==> src/mvn_pkg.sv <==
// Package for the mesh vertex normal and fan triangulation block.
// Holds sizes, opcodes, command and status types shared by all modules.
// No dependencies.
package mvn_pkg;

    localparam int VERTEX_DEPTH = 1024;
    localparam int SUM_WIDTH    = 24;
    localparam int ADDR_W       = $clog2(VERTEX_DEPTH);
    localparam int IDX_W        = 10;
    localparam int POS_W        = 16;
    localparam int NRM_W        = 16;
    localparam int DIFF_W       = POS_W + 1;
    localparam int PROD_W       = 2 * DIFF_W;
    localparam int NORM_IN_W    = 36;
    localparam int MAG_W        = 24;
    localparam int S_TDATA_W    = 64;
    localparam int M_TDATA_W    = 80;

    typedef enum logic [1:0] {
        OP_WRITE  = 2'd0,
        OP_CORNER = 2'd1,
        OP_READ   = 2'd2
    } opcode_t;

    typedef enum logic {
        KIND_TRI    = 1'b0,
        KIND_NORMAL = 1'b1
    } kind_t;

    typedef enum logic [1:0] {
        SEL_FIRST  = 2'd0,
        SEL_SECOND = 2'd1,
        SEL_CUR    = 2'd2
    } corner_sel_t;

    typedef struct packed {
        logic        accept;
        logic        clr_step;
        logic        pos_write;
        logic        corner_short;
        logic        sum_rd;
        logic        norm_start_sum;
        logic        pos_rd;
        logic        pos_cap;
        corner_sel_t sel;
        corner_sel_t cap_sel;
        logic        diff_load;
        logic        mul_start;
        logic        norm_start_cross;
        logic        face_load;
        logic        add_rd;
        logic        add_wr;
        logic        tri_emit;
        logic        norm_emit;
    } dp_cmd_t;

    typedef struct packed {
        logic [1:0] op;
        logic [1:0] count;
        logic       clr_done;
        logic       mul_done;
        logic       norm_done;
        logic       out_free;
    } dp_status_t;

    function automatic logic in_range(input logic [IDX_W-1:0] idx);
        return 32'(idx) < VERTEX_DEPTH;
    endfunction

    function automatic logic [ADDR_W-1:0] to_addr(input logic [IDX_W-1:0] idx);
        logic [31:0] w;
        w = 32'(idx);
        return w[ADDR_W-1:0];
    endfunction

endpackage

==> src/mvn_ctrl.sv <==
// Controller state machine: sequences memory accesses, the cross product,
// normalizer runs and accumulation for each accepted transaction.
// Depends on mvn_pkg.
module mvn_ctrl
    import mvn_pkg::*;
(
    input  logic       aclk,
    input  logic       aresetn,
    input  logic       s_tvalid,
    output logic       s_tready,
    input  dp_status_t status,
    output dp_cmd_t    cmd
);

    typedef enum logic [16:0] {
        S_CLEAR    = 17'b00000000000000001,
        S_IDLE     = 17'b00000000000000010,
        S_DECODE   = 17'b00000000000000100,
        S_RD_WAIT  = 17'b00000000000001000,
        S_RD_NORM  = 17'b00000000000010000,
        S_EMIT_NRM = 17'b00000000000100000,
        S_P0       = 17'b00000000001000000,
        S_P1       = 17'b00000000010000000,
        S_P2       = 17'b00000000100000000,
        S_P2CAP    = 17'b00000001000000000,
        S_DIFF     = 17'b00000010000000000,
        S_MUL      = 17'b00000100000000000,
        S_NSTART   = 17'b00001000000000000,
        S_FACE     = 17'b00010000000000000,
        S_ADD_RD   = 17'b00100000000000000,
        S_ADD_WR   = 17'b01000000000000000,
        S_EMIT_TRI = 17'b10000000000000000
    } state_t;

    state_t      state_reg;
    state_t      state_next;
    corner_sel_t add_sel_reg;
    corner_sel_t add_sel_next;

    assign s_tready = (state_reg == S_IDLE);

    always_comb begin
        cmd          = '0;
        cmd.sel      = SEL_CUR;
        cmd.cap_sel  = SEL_FIRST;
        state_next   = state_reg;
        add_sel_next = add_sel_reg;
        case (state_reg)
            S_CLEAR: begin
                cmd.clr_step = 1'b1;
                if (status.clr_done) begin
                    state_next = S_IDLE;
                end
            end
            S_IDLE: begin
                cmd.accept = s_tvalid;
                if (s_tvalid) begin
                    state_next = S_DECODE;
                end
            end
            S_DECODE: begin
                case (status.op)
                    OP_WRITE: begin
                        cmd.pos_write = 1'b1;
                        state_next    = S_IDLE;
                    end
                    OP_READ: begin
                        cmd.sum_rd = 1'b1;
                        state_next = S_RD_WAIT;
                    end
                    OP_CORNER: begin
                        if (status.count == 2'd0 || status.count == 2'd1) begin
                            cmd.corner_short = 1'b1;
                            state_next       = S_IDLE;
                        end else if (status.count == 2'd2) begin
                            state_next = S_P0;
                        end else begin
                            add_sel_next = SEL_CUR;
                            state_next   = S_ADD_RD;
                        end
                    end
                    default: begin
                        state_next = S_IDLE;
                    end
                endcase
            end
            S_RD_WAIT: begin
                cmd.norm_start_sum = 1'b1;
                state_next         = S_RD_NORM;
            end
            S_RD_NORM: begin
                if (status.norm_done) begin
                    state_next = S_EMIT_NRM;
                end
            end
            S_EMIT_NRM: begin
                if (status.out_free) begin
                    cmd.norm_emit = 1'b1;
                    state_next    = S_IDLE;
                end
            end
            S_P0: begin
                cmd.pos_rd = 1'b1;
                cmd.sel    = SEL_FIRST;
                state_next = S_P1;
            end
            S_P1: begin
                cmd.pos_rd  = 1'b1;
                cmd.sel     = SEL_SECOND;
                cmd.pos_cap = 1'b1;
                cmd.cap_sel = SEL_FIRST;
                state_next  = S_P2;
            end
            S_P2: begin
                cmd.pos_rd  = 1'b1;
                cmd.sel     = SEL_CUR;
                cmd.pos_cap = 1'b1;
                cmd.cap_sel = SEL_SECOND;
                state_next  = S_P2CAP;
            end
            S_P2CAP: begin
                cmd.pos_cap = 1'b1;
                cmd.cap_sel = SEL_CUR;
                state_next  = S_DIFF;
            end
            S_DIFF: begin
                cmd.diff_load = 1'b1;
                cmd.mul_start = 1'b1;
                state_next    = S_MUL;
            end
            S_MUL: begin
                if (status.mul_done) begin
                    state_next = S_NSTART;
                end
            end
            S_NSTART: begin
                cmd.norm_start_cross = 1'b1;
                state_next           = S_FACE;
            end
            S_FACE: begin
                if (status.norm_done) begin
                    cmd.face_load = 1'b1;
                    add_sel_next  = SEL_FIRST;
                    state_next    = S_ADD_RD;
                end
            end
            S_ADD_RD: begin
                cmd.add_rd = 1'b1;
                cmd.sel    = add_sel_reg;
                state_next = S_ADD_WR;
            end
            S_ADD_WR: begin
                cmd.add_wr = 1'b1;
                cmd.sel    = add_sel_reg;
                case (add_sel_reg)
                    SEL_FIRST: begin
                        add_sel_next = SEL_SECOND;
                        state_next   = S_ADD_RD;
                    end
                    SEL_SECOND: begin
                        add_sel_next = SEL_CUR;
                        state_next   = S_ADD_RD;
                    end
                    default: begin
                        state_next = S_EMIT_TRI;
                    end
                endcase
            end
            S_EMIT_TRI: begin
                if (status.out_free) begin
                    cmd.tri_emit = 1'b1;
                    state_next   = S_IDLE;
                end
            end
            default: begin
                state_next = S_IDLE;
            end
        endcase
    end

    always_ff @(posedge aclk) begin
        if (!aresetn) begin
            state_reg   <= S_CLEAR;
            add_sel_reg <= SEL_FIRST;
        end else begin
            state_reg   <= state_next;
            add_sel_reg <= add_sel_next;
        end
    end

    a_accept_decode: assert property (@(posedge aclk) disable iff (!aresetn)
        (s_tvalid && s_tready) |=> (state_reg == S_DECODE))
        else $error("accepted transaction was not decoded");

    a_last_add: assert property (@(posedge aclk) disable iff (!aresetn)
        (state_reg == S_ADD_WR && add_sel_reg == SEL_CUR) |=> (state_reg == S_EMIT_TRI))
        else $error("triangle not emitted after the current corner update");

endmodule
==> config.mk <==
export PLATFORM = sky130hd
export DESIGN_NAME = mvn_ctrl
export DESIGN_NICKNAME = d
export VERILOG_FILES = /design/src/mvn_pkg.sv /design/src/mvn_ctrl.sv
export SDC_FILE = /design/constraint.sdc
export NUM_CORES = 1
export LEC_CHECK = 0
export BUFFER_PORTS_ARGS = -buffer_cell sky130_fd_sc_hd__buf_2
export CAP_MARGIN = 5
export CORE_ASPECT_RATIO = 1.4
export CORE_MARGIN = 2
export CORE_UTILIZATION = 48
export DETAILED_ROUTE_END_ITERATION = 12
export PLACE_DENSITY = 0.85
export SLEW_MARGIN = 15
export SYNTH_ARGS = -nofsm -noshare
export SYNTH_HDL_FRONTEND = slang
export SYNTH_SLANG_ARGS = --single-unit
==> constraint.sdc <==
create_clock -name aclk -period 1.9 [get_ports aclk]
set_input_delay 0.19 -clock aclk [delete_from_list [all_inputs] [get_ports aclk]]
set_output_delay 0.19 -clock aclk [all_outputs]
set_load 0.02 [all_outputs]
==> key figures, run 1 <==
Synth
  – Synth warn: 0
  – Sequential cell area fraction in the yosys report: 0.286
  – Yosys reg bits: 19
  – Largest cells by area after synthesis: dfxtp_1, nor2_1, nor4_1
  – Synthesized Nets: 184
  – Syn_area_per_cell: 7.88 sq um
  – Number of synthesized flops with an enable pin: 0
  – Synth async-reset ratio: 0
  – Post-synth top area share: 0.286
  – Post-Syn Instances: 169
  – Synth cell types: 53
  – Post-synth top area cell: dfxtp_1
  – Netlist Area Pre-Place: 1330 sq um
  – Ys flop type: dfxtp_1

Floorplanning
  – # IOs: 32
  – Placement Rows: 22
  – Die X: 48.5 um
  – Initial Util: 0.504
  – Die height: 66.3 um

GRT
  – Largest net degree at the start of global routing: 12

Clock network
  – Clock tree sinks: 19
  – Htree depth: 1
  – Num CTS Buffers: 3
  – Root Buffer: clkbuf_4
  – Clock Tree Buf Depth: 2

Placed design
  – DP Worst Slack: -0.431 ns
  – GPL Wtd Cong: 0.911
  – HPWL Detailed: 3.63 mm
  – PortBufs: 31

Timing
  – Worst endpoint type: top-level output
  – Worst_ep grt: cmd[11]

Status
  – Fail Step: global routing (5_1_grt)
  – Outcome: did not finish
  – First Err: [ERROR DPL-0038] Utilization greater than 100%, impossible to legalize
==> per-stage QoR <==
stage          std cells  area [sq um]  TNS (ns)
2_1_floorplan        169          1350    -0.592
3_3_place_gp         282          1900     -1.28
4_1_cts              305          2360     -4.93
3_5_place_dp         282          1900     -4.37
==> cells by family after synthesis <==
| kind of cell | synth area share |
|---|---|
| compound gates | 0.124 |
| xor+xnor | 0.0263 |
| fa+ha+maj | 0.0376 |
| buf+inv | 0.0460 |
| flops | 0.286 |
| mux | 0.00846 |
| simple gates | 0.472 |
==> cell usage after synthesis (2+ instances only) <==
library cell	number
a21oi_1	5
and2_1	2
and3_1	2
and3_2	2
buf_4	2
dfxtp_1	19
ha_1	4
inv_1	9
nand2_1	16
nand2b_1	5
nand3_1	6
nand3b_1	2
nand4_1	2
nor2_1	22
nor2b_1	3
nor3_1	7
nor4_1	11
nor4_4	2
o2111ai_1	2
o21ai_0	8
or2b_1	2
or3_1	2
or4_1	2
xor2_1	3
==> timing repair <==
item,CTS
gates resized for setup,85
gates cloned,0
setup buffers,19
setup endpoints to repair,34
hold buffers,0
pin swaps,30
hold endpoints to repair,0
==> run 2: changes to the inputs <==
--- a/config.mk
+++ b/config.mk
@@ -7,11 +7,10 @@
 export LEC_CHECK = 0
 export BUFFER_PORTS_ARGS = -buffer_cell sky130_fd_sc_hd__buf_2
 export CAP_MARGIN = 5
-export CORE_ASPECT_RATIO = 1.4
 export CORE_MARGIN = 2
-export CORE_UTILIZATION = 48
+export CORE_UTILIZATION = 35
 export DETAILED_ROUTE_END_ITERATION = 12
-export PLACE_DENSITY = 0.85
+export PLACE_DENSITY_LB_ADDON = 0.15
 export SLEW_MARGIN = 15
 export SYNTH_ARGS = -nofsm -noshare
 export SYNTH_HDL_FRONTEND = slang
==> constraint.sdc (replaced) <==
create_clock -name aclk -period 2.5 [get_ports aclk]
set_input_delay 0.25 -clock aclk [delete_from_list [all_inputs] [get_ports aclk]]
set_output_delay 0.25 -clock aclk [all_outputs]
set_load 0.02 [all_outputs]
==> run 2 against run 1 <==
  * Synthesized area unchanged
  * Synthesized cell count did not move
  * The run now ends clean
==> key figures, run 2 <==
Timing
  – Max Slew Vio Count: 0
  – Slew HR: 0.571
  – Crit share post-route: 0.972
  – Final setup fails: 0
  – Final worst setup slack: 0.0710 ns
  – Worst-Margin Slew: 0.628 ns
  – Clock skew: 0.00387 ns
  – Fin. Hold Viols: 0
  – RSZ-0062 raised after global routing: yes
  – Max Fclk: 412 MHz
  – Final min period: 2.43 ns

Clock network
  – Clock Tree Buf Depth: 2 (unchanged)
  – Clock tree sinks: 19 (unchanged)
  – CTS tree: built
  – Num CTS Buffers: 3 (unchanged)
  – Reg clk slew, reported paths: 0.08 ns
  – Root Buffer: clkbuf_8 (was clkbuf_4)
  – Clock Latency Late Sink: 0.26 ns
  – Hold buffers post-CTS: 0 (unchanged)
  – Htree depth: 1 (unchanged)

GRT
  – Largest net degree at the start of global routing: 13
  – GRT overflow: 0
  – Global-route wire length before repair: 6.24 mm
  – Total global routing track utilization: 0.190
  – Initial antenna violation count: 0
  – Vias in the first global route: 1324

Critical path
  – CP Max Fanout: 5
  – Reg2Reg Depth: 7
  – Critical path, cell by cell: nor4_4 > nand2_2 > or3_1 > inv_2 > nor2_1 > mux2_2 > buf_2
  – Crit path buffers/inverters: 2
  – R2R Path End: state_reg[6]
  – R2R setup slack: 0.18 ns
  – Req. time, crit path: 2.25 ns
  – Critical path class: reg2out
  – CP Capture Type: output pin
  – R2r startpoint: state_reg[8]
  – Critical Path Sink: cmd[11]
  – Startpoint types: flip-flop
  – CP delay by family, top: simple AND/OR/NAND/NOR gates
  – Slowest stage delay, CP: 0.44 ns
  – WP depth: 7
  – Worst path arrival time: 2.18 ns
  – CP startpoint: state_reg[6]
  – Crit-path slowest cell: or3_1

Worst hold path
  – Type of the worst min-delay path: in2reg

Power and ir drop
  – PwrDens: 396 nW/um^2
  – Sw power: 0.193 mW
  – Sw Ratio: 0.292
  – P_leak: 0.791 nW
  – Seq pwr share: 0.478
  – Int Pwr: 0.468 mW
  – Combinational power share: 0.181
  – Clock share of power: 0.341
  – VDD IR-drop max: 0.146 mV

Synth
  – Yosys reg bits: 19 (unchanged)
  – Sequential cell area fraction in the yosys report: 0.286 (unchanged)
  – Post-synth top area share: 0.286 (unchanged)
  – Largest cells by area after synthesis: dfxtp_1, nor2_1, nor4_1 (unchanged)
  – Post-Syn Instances: 169 (unchanged)
  – Syn_area_per_cell: 7.88 sq um (unchanged)
  – Synthesized Nets: 184 (unchanged)
  – Top cells by count, synth: nor2_1, dfxtp_1, nand2_1, nor4_1, inv_1 (unchanged)
  – Count leader, synth: nor2_1 (unchanged)
  – Number of synthesized flops with an enable pin: 0 (unchanged)
  – Ys flop type: dfxtp_1 (unchanged)
  – Synth async-reset ratio: 0 (unchanged)
  – Netlist Area Pre-Place: 1330 sq um (unchanged)
  – Post-synth top area cell: dfxtp_1 (unchanged)
  – Synth warn: 0 (unchanged)
  – Synth cell types: 53 (unchanged)

Floorplanning
  – # IOs: 32 (unchanged)
  – Placement Rows: 22 (unchanged)
  – Die footprint: 4310 sq um
  – Initial Util: 0.364 (was 0.504)
  – Die X: 65.7 um (was 48.5 um)
  – Die height: 65.7 um (was 66.3 um)
  – Core ar.: 3660 sq um

Cells and area
  – Non-filler instance count after layout: 258
  – Multi-input gate area: 913 sq um
  – Commonest cells after routing, fill and taps aside: buf_2, nor2_1, dfxtp_1
  – Total area of sequential cells: 380 sq um
  – Share of cells above drive strength 1: 0.314
  – Core Util, Final: 0.455
  – Final #Nets: 226
  – Area growth syn-to-layout: 25.2%
  – Number of flip-flops in the largest register: 17
  – Diode count: 0
  – Leading cell type in the layout, fill and taps excluded: buf_2
  – FILL cells: 381

Routing
  – WL/cell: 15.4 um
  – DRT Pass-1 Iters: 4
  – DRT antenna net count: 0
  – Via density per instance: 5.50
  – DR DRC count: 0
  – Post-Route WL: 3.97 mm
  – Iter 0 DRT Violations: 103
  – Via count: 1420

Run
  – Number of max-cap violations: 0

Placed design
  – Inst Count DP: 249 (was 282)
  – GPL Wtd Cong: 0.980 (was 0.911)
  – HPWL Detailed: 3.14 mm (was 3.63 mm)
  – PortBufs: 31 (unchanged)
  – DP Worst Slack: 0.183 ns (was -0.431 ns)

Status
  – Outcome: finished, final reports clean (was did not finish)
run 2: metrics by stage:
step | hold slack (ns) | power [mW] | area (sq um) | TNS (ns)
after floorplan | 0.328 | 0.397 | 1330 | 0
after global placement | 0.457 | 0.431 | 1560 | 0
after detailed placement | 0.461 | 0.432 | 1560 | 0
after CTS | 0.181 | 0.660 | 1610 | 0
after global routing | 0.191 | 0.695 | 1670 | -0.0789
final | 0.185 | 0.660 | 1670 | 0
run 2: area by class of cell:
cell class              count  share of cell area
well taps                  48              0.0360
flip-flops and latches     19               0.228
inverters                   9              0.0203
multi-input cells         137               0.548
clock buffers               3              0.0248
repair buffers             41               0.138
clock inverters             1             0.00450
run 2: routing by layer:
metal,track usage,wire (um),up-vias
met1,0.251,1770,652
met3,0.0257,263,11
met2,0.312,1840,60
met4,0.0729,97,0
met5,0,0,-
li1,-,-,697
run 2: logic make-up after synthesis:
group                      synth area share
AOI/OAI and AO/OA                     0.124
xor gates and xnor gates             0.0263
adders and majority gates            0.0376
buffers and inverters                0.0460
DFF                                   0.286
muxes                               0.00846
and+or+nand+nor                       0.472
run 2: worst min-delay path by stage:
stage / slack (ns) / startpoint / depth (start not counted) / endpoint
final: 0.18 / status[3] / 2 / state_reg[0]
after global routing: 0.19 / status[3] / 2 / state_reg[0]
after CTS: 0.18 / status[3] / 2 / state_reg[0]
after detailed placement: 0.46 / status[4] / 2 / state_reg[6]
after global placement: 0.46 / status[4] / 2 / state_reg[6]
after floorplan: 0.33 / status[4] / 1 / state_reg[6]
run 2: power groups by stage:
stage / clock [mW] / combinational, mW / sequential [mW]
finish: 0.225 / 0.119 / 0.316
global route: 0.247 / 0.130 / 0.317
CTS: 0.232 / 0.113 / 0.315
detailed placement: 0 / 0.111 / 0.321
global placement: 0 / 0.110 / 0.321
floorplan: 0 / 0.0778 / 0.320
run 2: repair_timing:
item,CTS,global route
endpoints found under the setup margin,2,4
pin swaps,1,4
endpoints found under the hold margin,0,0
setup buffers,0,5
gates resized for setup,1,6
Note: power is estimated with default switching activity, not from simulation.
